### config.mk
export PLATFORM = sky130hd
export DESIGN_NAME = sha_ram
export DESIGN_NICKNAME = d
export VERILOG_FILES = /design/src/rtl/core/sha_ram.sv
export SDC_FILE = /design/constraint.sdc
export NUM_CORES = 1
export LEC_CHECK = 0
export BUFFER_PORTS_ARGS = -buffer_cell sky130_fd_sc_hd__clkbuf_2
export CORE_MARGIN = 4
export CORE_UTILIZATION = 60
export CTS_CLUSTER_DIAMETER = 80
export CTS_CLUSTER_SIZE = 40
export DETAILED_ROUTE_END_ITERATION = 8
export PLACE_DENSITY = 0.87
export SETUP_SLACK_MARGIN = 0.3
export SLEW_MARGIN = 0
export SYNTH_ARGS = -nofsm -noshare
export SYNTH_HDL_FRONTEND = slang
export SYNTH_SLANG_ARGS = --single-unit
### constraint.sdc
create_clock -name clk_i -period 4.7 [get_ports clk_i]
set_clock_uncertainty 0.15 [all_clocks]
set_input_delay 0.47 -clock clk_i [delete_from_list [all_inputs] [get_ports clk_i]]
set_output_delay 0.47 -clock clk_i [all_outputs]
set_load 0.03 [all_outputs]
### src/rtl/core/sha_ram.sv
`timescale 1ns / 1ps
// Simple dual-port synchronous RAM, one write and one registered read port.
// Standalone; used for the slot table and the free stack.
module sha_ram #(
  parameter int WIDTH = 8,
  parameter int DEPTH = 64
) (
  input  logic                     clk_i,
  input  logic                     we_i,
  input  logic [$clog2(DEPTH)-1:0] waddr_i,
  input  logic [WIDTH-1:0]         wdata_i,
  input  logic                     re_i,
  input  logic [$clog2(DEPTH)-1:0] raddr_i,
  output logic [WIDTH-1:0]         rdata_o
);

  logic [WIDTH-1:0] mem_q [DEPTH];
  logic [WIDTH-1:0] rdata_q;

  always_ff @(posedge clk_i) begin
    if (we_i) begin
      mem_q[waddr_i] <= wdata_i;
    end
  end

  // read data holds until the next read
  always_ff @(posedge clk_i) begin
    if (re_i) begin
      rdata_q <= mem_q[raddr_i];
    end
  end

  assign rdata_o = rdata_q;

endmodule

==> results of run 1 <==
-- synth_stat cells, types with 4 or more instances --
| cell | instances | area share [%] |
|---|---|---|
| sky130_fd_sc_hd__edfxtp_1 | 520 | 77 |
| sky130_fd_sc_hd__mux4_2 | 126 | 14 |
| sky130_fd_sc_hd__nor2_1 | 83 | 1.5 |
| sky130_fd_sc_hd__mux2i_1 | 23 | 1.1 |
| sky130_fd_sc_hd__nand2_1 | 19 | 0.35 |
| sky130_fd_sc_hd__clkbuf_1 | 17 | 0.32 |
| sky130_fd_sc_hd__nor2b_1 | 14 | 0.43 |
| sky130_fd_sc_hd__buf_4 | 13 | 0.48 |
| sky130_fd_sc_hd__mux2_2 | 13 | 0.72 |
| sky130_fd_sc_hd__nand3_1 | 13 | 0.32 |
| sky130_fd_sc_hd__buf_2 | 11 | 0.27 |
| sky130_fd_sc_hd__o221ai_1 | 8 | 0.35 |
| sky130_fd_sc_hd__o22ai_1 | 8 | 0.25 |
| sky130_fd_sc_hd__nand2b_1 | 7 | 0.22 |
| sky130_fd_sc_hd__nor3_1 | 7 | 0.17 |
| sky130_fd_sc_hd__a221oi_1 | 6 | 0.26 |
| sky130_fd_sc_hd__a211oi_1 | 4 | 0.15 |
| sky130_fd_sc_hd__buf_1 | 4 | 0.074 |
| sky130_fd_sc_hd__buf_6 | 4 | 0.22 |
-- cell families after synthesis --
family                 after synthesis  synth area share, %
AO/OA/AOI/OAI                       54                 2.06
multiplexers                       162                 15.9
flip-flops                         520                 77.1
buffers and inverters               51                 1.56
AND/OR/NAND/NOR                    153                 3.37
-- state kept, by name, indices dropped and copies added (netlist names) --
register,cells
mem_q,512
rdata_o,8
-- critical path: cells and delay by family --
| kind | cells | cell delay, ns |
|---|---|---|
| AOI/OAI and AO/OA | 2 | 0.41 |
| buffers and inverters | 2 | 0.75 |
| and+or+nand+nor | 1 | 0.33 |
| muxes | 2 | 0.81 |
-- where the power goes --
group | switching [mW] | internal [mW]
sequential | 0.0138 | 5.14
combinational | 0.298 | 0.174
clock | 1.26 | 0.690
-- cell type report --
cell class	instances	share of cell area [%]
flip-flops and latches	520	73.3
well taps	448	2.63
clock inverters	3	0.223
multi-input cells	369	20.3
clock buffers	17	2.00
repair buffers	51	1.57
-- routing by layer --
metal / global-route usage (%) / routed length [um] / vias up
met5: 0 / 8 / -
met2: 36.8 / 20600 / 685
li1: - / - / 3925
met1: 34.4 / 15400 / 4941
met4: 8.07 / 1520 / 2
met3: 5.96 / 4950 / 99
-- final timing paths --
check	from	end	slack, ns	cells after the start
hold reg to reg	mem_q[34][2]$_DFFE_PP_	rdata_o[2]$_DFFE_PP_	0.82	4
hold / removal	re_i	rdata_o[7]$_DFFE_PP_	0.20	1
setup / recovery	raddr_i[0]	rdata_o[6]$_DFFE_PP_	2.05	7
setup reg to reg	mem_q[0][3]$_DFFE_PP_	rdata_o[3]$_DFFE_PP_	2.32	4
==> metrics.txt, run 1 <==
# TYPE chip_impl_metric gauge
chip_impl_metric{name="dp.final_hpwl",unit="um"} 25900
chip_impl_metric{name="die_x",unit="um"} 192
chip_impl_metric{name="period_needed",unit="ns"} 2.65
chip_impl_metric{name="yosys.cell_types.count",unit=""} 39
chip_impl_metric{name="final.setup.worst_slack",unit="ns"} 2.05
chip_impl_metric{name="clock_tree.buffer_depth",unit=""} 3
chip_impl_metric{name="post_synth_instance_area",unit="sq um"} 20200
chip_impl_metric{name="remaining_drc_errors",unit=""} 0
chip_impl_metric{name="initial_core_util",unit="%"} 60.5
chip_impl_info{name="worstSetupEndpointType",value="flip-flop"} 1
chip_impl_info{name="yosys_most_used_dff",value="sky130_fd_sc_hd__edfxtp_1"} 1
chip_impl_metric{name="floorplan.die.height",unit="um"} 192
chip_impl_metric{name="placed_cells_incl_taps",unit=""} 1388
chip_impl_metric{name="std_cell_rows",unit=""} 67
chip_impl_metric{name="yosysWarningCount",unit=""} 0
chip_impl_metric{name="portBuffers",unit=""} 30
chip_impl_metric{name="drt_pre_antenna_iters",unit=""} 5
chip_impl_metric{name="timing.critical_path.slowest_cell_delay",unit="ns"} 0.53
chip_impl_metric{name="holdWs",unit="ns"} 0.205
chip_impl_metric{name="ys_async_sr_fraction",unit="%"} 0
chip_impl_metric{name="tritoncts_num_sinks",unit=""} 520
chip_impl_metric{name="worst-slew-pin-transition",unit="ns"} 1.31
chip_impl_info{name="start_kind",value="input port"} 1
chip_impl_info{name="timing.hold.worst.class",value="input port to flip-flop"} 1
chip_impl_metric{name="coreArea",unit="sq um"} 33400
chip_impl_metric{name="antenna_cells_inserted",unit=""} 0
chip_impl_metric{name="num-fill-cells",unit=""} 2057
chip_impl_metric{name="seq_area_frac_synth",unit="%"} 77.1
chip_impl_metric{name="finish.utilization",unit="%"} 63.7
chip_impl_metric{name="critical_path_peak_fanout",unit=""} 45
chip_impl_metric{name="antenna_violating_nets_left",unit=""} 0
chip_impl_metric{name="maxCapViolCount",unit=""} 0
chip_impl_metric{name="hold_vio_cnt_final",unit=""} 0
chip_impl_metric{name="power_leakage",unit="nW"} 6.43
chip_impl_metric{name="multiInputGateArea",unit="sq um"} 4320
chip_impl_info{name="rsz_0062_raised_after_global_routing",value="no"} 1
chip_impl_metric{name="fin_tns_setup",unit="ns"} 0
chip_impl_metric{name="timing.max_slew.rel_slack",unit="%"} 12.3
chip_impl_metric{name="num-nets-final",unit=""} 982
chip_impl_metric{name="die-area",unit="sq um"} 36700
chip_impl_metric{name="layoutNonFillerInstCount",unit=""} 1408
chip_impl_info{name="final_cell_mix",value="sky130_fd_sc_hd__edfxtp_1 (520), sky130_fd_sc_hd__mux4_2 (126), sky130_fd_sc_hd__nor2_1 (83), sky130_fd_sc_hd__clkbuf_2 (27), sky130_fd_sc_hd__mux2i_1 (23)"} 1
chip_impl_metric{name="wire_per_inst",unit="um"} 30.2
chip_impl_metric{name="critical_path_arrival",unit="ns"} 2.81
chip_impl_metric{name="share_of_cells_above_drive_strength_1",unit="%"} 22.1
chip_impl_metric{name="postSynthNetCount",unit=""} 963
chip_impl_info{name="critPathSlowestCell",value="sky130_fd_sc_hd__mux4_2"} 1
chip_impl_info{name="clock_tree_from_tritoncts",value="done"} 1
chip_impl_metric{name="finalCritPeriodShare",unit="%"} 56.5
chip_impl_metric{name="first_pass_grt_wire_length",unit="um"} 64100
chip_impl_metric{name="pwr_density_cell",unit="nW/um^2"} 356
chip_impl_metric{name="largest_net_degree_at_the_start_of_global_routing",unit=""} 69
chip_impl_metric{name="postCtsHoldBufs",unit=""} 0
chip_impl_metric{name="cts.repair.resized",unit=""} 0
chip_impl_metric{name="worst_ir_drop_vdd",unit="V"} 0.000257
chip_impl_metric{name="timing.final.max_slew_violations",unit=""} 0
chip_impl_metric{name="gp_routability_congestion",unit=""} 0.803
chip_impl_metric{name="cts.clk_slew.worst_paths",unit="ns"} 0.14
chip_impl_metric{name="drt-total-wl",unit="um"} 42500
chip_impl_metric{name="initialDrtViolationCount",unit=""} 1406
chip_impl_info{name="timing.setup.critical_path_class",value="input port to flip-flop"} 1
chip_impl_metric{name="ioPinCount",unit=""} 31
chip_impl_metric{name="htree_levels",unit=""} 1
chip_impl_metric{name="grt_util_all_layers",unit="%"} 23.9
chip_impl_info{name="crit_chain",value="clkbuf_8 > buf_12 > mux4_2 > mux2_2 > o221a_2 > nor3_1 > o32ai_1"} 1
chip_impl_metric{name="clk_latency_worst_skew_pair",unit="ns"} 0.55
chip_impl_metric{name="initial_antenna_violation_count",unit=""} 1
chip_impl_metric{name="power",unit="mW"} 7.58
chip_impl_metric{name="number_of_global_route_vias_before_repair",unit=""} 9636
chip_impl_metric{name="via_count",unit=""} 9652
chip_impl_metric{name="syn-instance-count",unit=""} 940
chip_impl_metric{name="dpl-instance-area",unit="sq um"} 20800
chip_impl_info{name="layout_commonest_cell",value="sky130_fd_sc_hd__edfxtp_1"} 1
chip_impl_metric{name="synth.ff_latch_count",unit=""} 520
chip_impl_metric{name="critical_path_required",unit="ns"} 4.85
chip_impl_metric{name="timing.fmax",unit="MHz"} 377
chip_impl_metric{name="synthesis.area_per_instance",unit="sq um"} 21.5
chip_impl_metric{name="synth-edff-count",unit=""} 520
chip_impl_metric{name="stdcell_area",unit="sq um"} 21300
chip_impl_metric{name="overflow",unit=""} 0
chip_impl_metric{name="detailedPlace.worstSlack",unit="ns"} 1.39
chip_impl_metric{name="tritoncts.num_buffers",unit=""} 17
chip_impl_metric{name="regArea",unit="sq um"} 15600
chip_impl_metric{name="post-cts-setup-buffers",unit=""} 0
chip_impl_info{name="status",value="completed"} 1
chip_impl_info{name="clock_tree.root_cell",value="sky130_fd_sc_hd__clkbuf_16"} 1
chip_impl_metric{name="syn2layout_area_growth",unit="%"} 5.19
chip_impl_metric{name="post_drt_via_cell_ratio",unit=""} 6.86
chip_impl_metric{name="timing.final.setup_violations",unit=""} 0
Note: power is estimated with default switching activity, not from simulation.
==> run 2, diff against run 1 <==
Settings changed: ABC_AREA set to 1, CORE_UTILIZATION 60 to 57.
Clock period 4.7 ns to 2.3 ns, I/O delays scaled along.
==> metrics.txt, run 2 <==
# TYPE chip_impl_metric gauge
chip_impl_metric{name="critical_path_peak_fanout",unit=""} 1
chip_impl_info{name="synthMostInstantiatedCell",value="sky130_fd_sc_hd__nand2_1"} 1
chip_impl_info{name="layout_commonest_cell",value="sky130_fd_sc_hd__nand2_1"} 1
chip_impl_metric{name="seq_area_frac_synth",unit="%"} 72.9
chip_impl_metric{name="dp.final_hpwl",unit="um"} 32200
chip_impl_info{name="clock_tree.root_cell",value="sky130_fd_sc_hd__clkbuf_16"} 1
chip_impl_info{name="clock_tree_from_tritoncts",value="done"} 1
chip_impl_metric{name="yosys.cell_types.count",unit=""} 15
chip_impl_metric{name="antenna_violating_nets_left",unit=""} 0
chip_impl_metric{name="maxCapViolCount",unit=""} 0
chip_impl_metric{name="post_synth_instance_area",unit="sq um"} 21400
chip_impl_metric{name="yosysTopAreaCellShare",unit="%"} 72.9
chip_impl_metric{name="tritoncts_num_sinks",unit=""} 520
chip_impl_info{name="register_containing_the_most_flip_flops_in_the_final_layout",value="mem_q"} 1
chip_impl_metric{name="tritoncts.num_buffers",unit=""} 17
chip_impl_metric{name="cts.repair.resized",unit=""} 0
chip_impl_metric{name="finalCritPeriodShare",unit="%"} 75.7
chip_impl_metric{name="pwr_density_cell",unit="nW/um^2"} 702
chip_impl_metric{name="holdWs",unit="ns"} 0.0168
chip_impl_metric{name="wire_per_inst",unit="um"} 22.2
chip_impl_info{name="yosys_most_used_dff",value="sky130_fd_sc_hd__edfxtp_1"} 1
chip_impl_info{name="final_cell_mix",value="sky130_fd_sc_hd__nand2_1 (648), sky130_fd_sc_hd__edfxtp_1 (520), sky130_fd_sc_hd__nand3_1 (439), sky130_fd_sc_hd__buf_4 (95), sky130_fd_sc_hd__nor2_1 (56)"} 1
chip_impl_metric{name="grt_util_all_layers",unit="%"} 25.0
chip_impl_metric{name="num-nets-final",unit=""} 1876
chip_impl_info{name="critPathSlowestCell",value="sky130_fd_sc_hd__edfxtp_1"} 1
chip_impl_metric{name="syn-instance-count",unit=""} 1805
chip_impl_metric{name="clock_tree.buffer_depth",unit=""} 3
chip_impl_metric{name="via_count",unit=""} 14600
chip_impl_metric{name="post_drt_via_cell_ratio",unit=""} 6.18
chip_impl_metric{name="number_of_global_route_vias_before_repair",unit=""} 14100
chip_impl_metric{name="first_pass_grt_wire_length",unit="um"} 79700
chip_impl_info{name="rsz_0062_raised_after_global_routing",value="no"} 1
chip_impl_info{name="synth.top_cells.by_count",value="sky130_fd_sc_hd__nand2_1 (648), sky130_fd_sc_hd__edfxtp_1 (520), sky130_fd_sc_hd__nand3_1 (439), sky130_fd_sc_hd__nor2_1 (56), sky130_fd_sc_hd__buf_2 (37)"} 1
chip_impl_metric{name="die-area",unit="sq um"} 40700
chip_impl_metric{name="synthesis.area_per_instance",unit="sq um"} 11.9
chip_impl_metric{name="period_needed",unit="ns"} 1.74
chip_impl_metric{name="finish.utilization",unit="%"} 62.4
chip_impl_metric{name="std_cell_rows",unit=""} 70
chip_impl_metric{name="max_reg_flops",unit=""} 512
chip_impl_metric{name="synth-edff-count",unit=""} 520
chip_impl_metric{name="timing.final.max_slew_violations",unit=""} 0
chip_impl_metric{name="ioPinCount",unit=""} 31
chip_impl_metric{name="timing.final.setup_violations",unit=""} 0
chip_impl_metric{name="coreArea",unit="sq um"} 36900
chip_impl_info{name="top_post_synthesis_cells_by_area",value="sky130_fd_sc_hd__edfxtp_1 (73%), sky130_fd_sc_hd__nand2_1 (11%), sky130_fd_sc_hd__nand3_1 (10%)"} 1
chip_impl_metric{name="gp_routability_congestion",unit=""} 0.919
chip_impl_metric{name="ys_async_sr_fraction",unit="%"} 0
chip_impl_metric{name="worst_r2r_setup_slack",unit="ns"} 0.56
chip_impl_metric{name="worst_ir_drop_vdd",unit="V"} 0.00102
chip_impl_metric{name="syn2layout_area_growth",unit="%"} 7.40
chip_impl_metric{name="fin_tns_setup",unit="ns"} 0
chip_impl_metric{name="synth.ff_latch_count",unit=""} 520
chip_impl_info{name="crit_chain",value="nand2_1 > nand3_1 > nand3_1 > nand2_1 > nand2_1 > nand3_1 > nand3_1 > nand2_1"} 1
chip_impl_metric{name="cts.clk_slew.worst_paths",unit="ns"} 0.14
chip_impl_info{name="timing.hold.worst.class",value="input port to flip-flop"} 1
chip_impl_metric{name="postSynthNetCount",unit=""} 1828
chip_impl_metric{name="timing.max_slew.rel_slack",unit="%"} 22.5
chip_impl_metric{name="floorplan.die.height",unit="um"} 202
chip_impl_metric{name="remaining_drc_errors",unit=""} 0
chip_impl_metric{name="worst-slew-pin-transition",unit="ns"} 1.16
chip_impl_metric{name="timing.critical_path.slowest_cell_delay",unit="ns"} 0.38
chip_impl_metric{name="htree_levels",unit=""} 1
chip_impl_info{name="post-synth-top-area-cell",value="sky130_fd_sc_hd__edfxtp_1"} 1
chip_impl_metric{name="worstHoldPathCells",unit=""} 2
chip_impl_info{name="start_kind",value="flip-flop"} 1
chip_impl_metric{name="hold_vio_cnt_final",unit=""} 0
chip_impl_metric{name="portBuffers",unit=""} 30
chip_impl_info{name="worst_r2r_endpoint",value="rdata_o[4]$_DFFE_PP_"} 1
chip_impl_metric{name="timing.fmax",unit="MHz"} 574
chip_impl_metric{name="largest_net_degree_at_the_start_of_global_routing",unit=""} 114
chip_impl_info{name="hold_path_startpoint",value="wdata_i[3]"} 1
chip_impl_info{name="status",value="completed"} 1
chip_impl_metric{name="critical_path_required",unit="ns"} 2.47
chip_impl_metric{name="clk_latency_worst_skew_pair",unit="ns"} 0.58
chip_impl_metric{name="initial_core_util",unit="%"} 58.1
chip_impl_metric{name="num-fill-cells",unit=""} 2646
chip_impl_info{name="timing.setup.critical_path_class",value="flip-flop to flip-flop"} 1
chip_impl_metric{name="share_of_cells_above_drive_strength_1",unit="%"} 9.03
chip_impl_metric{name="initialDrtViolationCount",unit=""} 2523
chip_impl_info{name="min_delay_worst_endpoint",value="mem_q[7][3]$_DFFE_PP_"} 1
chip_impl_metric{name="die_x",unit="um"} 202
chip_impl_info{name="worstSetupEndpointType",value="flip-flop"} 1
chip_impl_metric{name="power_leakage",unit="nW"} 8.31
chip_impl_metric{name="yosysWarningCount",unit=""} 0
chip_impl_metric{name="regArea",unit="sq um"} 15600
chip_impl_metric{name="multiInputGateArea",unit="sq um"} 4950
chip_impl_metric{name="drt-total-wl",unit="um"} 52500
chip_impl_metric{name="overflow",unit=""} 0
chip_impl_metric{name="critical_path_arrival",unit="ns"} 1.91
chip_impl_metric{name="worst_r2r_path_depth",unit=""} 8
chip_impl_metric{name="initial_antenna_violation_count",unit=""} 1
chip_impl_metric{name="drt_pre_antenna_iters",unit=""} 7
chip_impl_info{name="r2r-start",value="mem_q[7][4]$_DFFE_PP_"} 1
==> run 2: power breakdown <==
part	leakage [nW]	internal, mW	switching (mW)
combinational	3.36	0.343	0.961
clock	0.265	1.64	2.70
sequential	4.69	10.5	0.0282
total	8.31	12.5	3.69
==> run 2: area by class of cell <==
cell class                      instances  area share (%)
Inverter                               12           0.228
Sequential cell                       520            67.9
Clock buffer                           17            1.85
Clock inverter                          9           0.500
Timing Repair Buffer                  142            5.28
Antenna cell                            2          0.0218
Tap cell                              504            2.74
Multi-Input combinational cell       1160            21.5
==> run 2: kinds of logic (layout without fill, tap and decap cells) <==
family	count (synthesis)	after routing	synth area share [%]
simple gates	1160	1160	23.1
buf+inv	125	180	4.01
flops	520	520	72.9
other cells	0	2	0
==> run 2: metal layers <==
layer / share of wire [%] / GRT usage (%)
met1: 36 / 34.4
met5: 0 / 0
met2: 48 / 40.6
met4: 3.7 / 7.91
met3: 13 / 5.42
==> run 2: what timing repair did <==
item / in CTS / in global routing
hold buffers: 1 / 0
setup buffers: 0 / 0
endpoints found under the hold margin: 8 / 0
==> run 2: worst max path at each step <==
stage | startpoint | end | slack [ns] | cells past startpoint
final | mem_q[7][4]$_DFFE_PP_ | rdata_o[4]$_DFFE_PP_ | 0.56 | 8
after CTS | rdata_o[0]$_DFFE_PP_ | rdata_o[0] | 0.62 | 1
after detailed placement | raddr_i[0] | rdata_o[4]$_DFFE_PP_ | 0.19 | 11
after global routing | mem_q[19][3]$_DFFE_PP_ | rdata_o[3]$_DFFE_PP_ | 0.49 | 8
after floorplan | we_i | mem_q[48][0]$_DFFE_PP_ | 0.15 | 3
after global placement | raddr_i[0] | rdata_o[4]$_DFFE_PP_ | 0.23 | 11
==> run 2: worst max-delay path, delay by kind of cell (launching register included) <==
kind             cells  cell delay, ns
flip-flops           1            0.38
AND/OR/NAND/NOR      8            0.98
==> run 2: through the flow <==
step / instances / power, mW / instance area [sq um] / setup slack, ns
floorplan: 1805 / 11.5 / 21400 / 0.154
global placement: 2337 / 12.0 / 22400 / 0.235
detailed placement: 2337 / 12.0 / 22400 / 0.191
CTS: 2364 / 16.1 / 23000 / 0.616
global route: 2365 / 16.6 / 23000 / 0.492
finish: 2366 / 16.2 / 23000 / 0.558
==> run 3, diff against run 2 <==
Settings changed: ABC_AREA 1 to 0, CORE_UTILIZATION 57 to 56, PLACE_DENSITY 0.87 to 0.86.
Clock period 2.3 ns to 1.4 ns, I/O delays scaled along.
==> metrics.txt, run 3 (synthesis results as in run 1) <==
# TYPE chip_impl_metric gauge
chip_impl_info{name="status",value="finished with violations"} 1
chip_impl_info{name="failed_checks",value="negative setup slack"} 1
chip_impl_metric{name="clock_power_share",unit="%"} 27.7
chip_impl_metric{name="timing.max_slew.rel_slack",unit="%"} 55.5
chip_impl_metric{name="coreArea",unit="sq um"} 35700
chip_impl_metric{name="cts.clk_slew.worst_paths",unit="ns"} 0.12
chip_impl_metric{name="dpl-instance-area",unit="sq um"} 23000
chip_impl_metric{name="remaining_drc_errors",unit=""} 0
chip_impl_metric{name="first_pass_grt_wire_length",unit="um"} 69000
chip_impl_metric{name="num-nets-final",unit=""} 1117
chip_impl_metric{name="tritoncts_num_sinks",unit=""} 520
chip_impl_metric{name="clock_tree.buffer_depth",unit=""} 3
chip_impl_metric{name="wire_per_inst",unit="um"} 29.7
chip_impl_metric{name="internal_power",unit="mW"} 21.0
chip_impl_metric{name="largest_net_degree_at_the_start_of_global_routing",unit=""} 65
chip_impl_info{name="final_cell_mix",value="sky130_fd_sc_hd__edfxtp_1 (520), sky130_fd_sc_hd__mux4_2 (126), sky130_fd_sc_hd__buf_4 (89), sky130_fd_sc_hd__nor2_4 (65), sky130_fd_sc_hd__buf_12 (57)"} 1
chip_impl_info{name="hold_path_startpoint",value="raddr_i[5]"} 1
chip_impl_metric{name="tritoncts.num_buffers",unit=""} 19
chip_impl_metric{name="worst_ir_drop_vdd",unit="V"} 0.000758
chip_impl_info{name="timing.setup.critical_path_class",value="flip-flop to flip-flop"} 1
chip_impl_info{name="start_kind",value="flip-flop"} 1
chip_impl_metric{name="initial_antenna_violation_count",unit=""} 1
chip_impl_metric{name="pwr_density_cell",unit="nW/um^2"} 1120
chip_impl_info{name="clock_tree.root_cell",value="sky130_fd_sc_hd__clkbuf_16"} 1
chip_impl_metric{name="number_of_global_route_vias_before_repair",unit=""} 10400
chip_impl_metric{name="placed_cells_incl_taps",unit=""} 1517
chip_impl_metric{name="power_leakage",unit="nW"} 7.52
chip_impl_metric{name="initial_core_util",unit="%"} 56.8
chip_impl_metric{name="finalCritPeriodShare",unit="%"} 157
chip_impl_metric{name="clk_latency_worst_skew_pair",unit="ns"} 0.57
chip_impl_metric{name="share_of_cells_above_drive_strength_1",unit="%"} 39.5
chip_impl_metric{name="period_needed",unit="ns"} 2.20
chip_impl_metric{name="power.switching",unit="mW"} 6.01
chip_impl_metric{name="via_count",unit=""} 10300
chip_impl_metric{name="critical_path_peak_fanout",unit=""} 1
chip_impl_metric{name="post_drt_via_cell_ratio",unit=""} 6.57
chip_impl_metric{name="htree_levels",unit=""} 1
chip_impl_metric{name="regArea",unit="sq um"} 15600
chip_impl_metric{name="power.switching_fraction",unit="%"} 22.3
chip_impl_metric{name="die-area",unit="sq um"} 39300
chip_impl_info{name="clock_tree_from_tritoncts",value="done"} 1
chip_impl_info{name="r2r-start",value="mem_q[51][5]$_DFFE_PP_"} 1
chip_impl_metric{name="timing.final.setup_violations",unit=""} 16
chip_impl_metric{name="worst-slew-pin-transition",unit="ns"} 0.668
chip_impl_metric{name="portBuffers",unit=""} 30
chip_impl_metric{name="critical_path_arrival",unit="ns"} 2.35
chip_impl_metric{name="drt_pre_antenna_iters",unit=""} 5
chip_impl_info{name="worstSetupEndpointType",value="flip-flop"} 1
chip_impl_metric{name="power",unit="mW"} 27.0
chip_impl_metric{name="maxCapViolCount",unit=""} 0
chip_impl_metric{name="combinationalPowerShare",unit="%"} 8.2
chip_impl_metric{name="stdcell_area",unit="sq um"} 24100
chip_impl_metric{name="num-fill-cells",unit=""} 2095
chip_impl_metric{name="drt-total-wl",unit="um"} 46500
chip_impl_metric{name="hold_vio_cnt_final",unit=""} 0
chip_impl_metric{name="max_reg_flops",unit=""} 512
chip_impl_metric{name="die_x",unit="um"} 198
chip_impl_metric{name="layoutNonFillerInstCount",unit=""} 1565
chip_impl_metric{name="overflow",unit=""} 0
chip_impl_metric{name="finish.utilization",unit="%"} 67.5
chip_impl_info{name="timing.hold.worst.class",value="input port to flip-flop"} 1
chip_impl_metric{name="fin_tns_setup",unit="ns"} -6.81
chip_impl_metric{name="grt_util_all_layers",unit="%"} 24.0
chip_impl_metric{name="antenna_violating_nets_left",unit=""} 0
chip_impl_metric{name="initialDrtViolationCount",unit=""} 1433
chip_impl_metric{name="dp.final_hpwl",unit="um"} 29400
chip_impl_info{name="crit_start",value="mem_q[51][5]$_DFFE_PP_"} 1
chip_impl_info{name="layout_commonest_cell",value="sky130_fd_sc_hd__edfxtp_1"} 1
chip_impl_metric{name="timing.final.max_slew_violations",unit=""} 0
chip_impl_metric{name="critical_path_required",unit="ns"} 1.55
chip_impl_metric{name="timing.fmax",unit="MHz"} 454
chip_impl_metric{name="ioPinCount",unit=""} 31
chip_impl_metric{name="gp_routability_congestion",unit=""} 0.829
chip_impl_metric{name="multiInputGateArea",unit="sq um"} 5080
chip_impl_metric{name="std_cell_rows",unit=""} 69
chip_impl_metric{name="syn2layout_area_growth",unit="%"} 18.8
chip_impl_metric{name="final.setup.worst_slack",unit="ns"} -0.800
chip_impl_metric{name="floorplan.die.height",unit="um"} 198
chip_impl_info{name="rsz_0062_raised_after_global_routing",value="yes"} 1
chip_impl_metric{name="power.share.sequential",unit="%"} 64.1
chip_impl_info{name="register_containing_the_most_flip_flops_in_the_final_layout",value="mem_q"} 1
run 3: per-layer routing:
layer	vias up	track usage, %	part of all wire (%)
met3	84	3.05	8.8
met4	0	5.74	2.6
li1	4219	-	-
met2	584	40.6	52
met5	-	0	0
met1	5401	34.1	37
run 3: final cells by class:
type	count	share of cell area [%]
Antenna cell	1	0.0104
Clock inverter	9	0.609
Tap cell	461	2.40
Sequential cell	520	64.9
Timing Repair Buffer	184	8.94
Multi-Input combinational cell	369	21.1
Clock buffer	21	2.01
run 3: power groups by stage:
stage / combinational (mW) / clock (mW) / sequential (mW)
after global routing: 2.31 / 8.09 / 17.3
after global placement: 1.97 / 0 / 17.6
after floorplan: 1.07 / 0 / 17.7
after CTS: 2.16 / 7.46 / 17.3
final: 2.20 / 7.47 / 17.3
after detailed placement: 2.05 / 0 / 17.6
run 3: timing repair:
action,CTS,global route
hold endpoints to repair,462,0
endpoints found under the setup margin,21,49
hold buffers,11,0
setup buffers,0,6
resized for setup,31,23
pin swaps,4,8
run 3: final timing paths:
| kind | slack, ns | end | cells after the start |
|---|---|---|---|
| worst min register to register | 0.81 | rdata_o[6]$_DFFE_PP_ | 3 |
| worst max-delay path | -0.80 | rdata_o[5]$_DFFE_PP_ | 4 |
| worst min-delay path | 0.04 | rdata_o[3]$_DFFE_PP_ | 5 |
| worst max register to register | -0.80 | rdata_o[5]$_DFFE_PP_ | 4 |
run 3: through the flow:
stage          hold WS [ns]  worst slack [ns]
6_report             0.0425            -0.800
2_1_floorplan        0.0889            -0.575
3_5_place_dp          0.421             -1.03
3_3_place_gp          0.417            -0.973
5_1_grt              0.0308            -0.812
4_1_cts             0.00459            -0.788
run 3: worst max-delay path, cell delays in order, from the launching register on:
cell and delay, ns:
sky130_fd_sc_hd__edfxtp_1 0.44, sky130_fd_sc_hd__mux4_2 0.52, sky130_fd_sc_hd__mux4_2 0.52, sky130_fd_sc_hd__o21ai_4 0.19, sky130_fd_sc_hd__o41ai_1 0.11
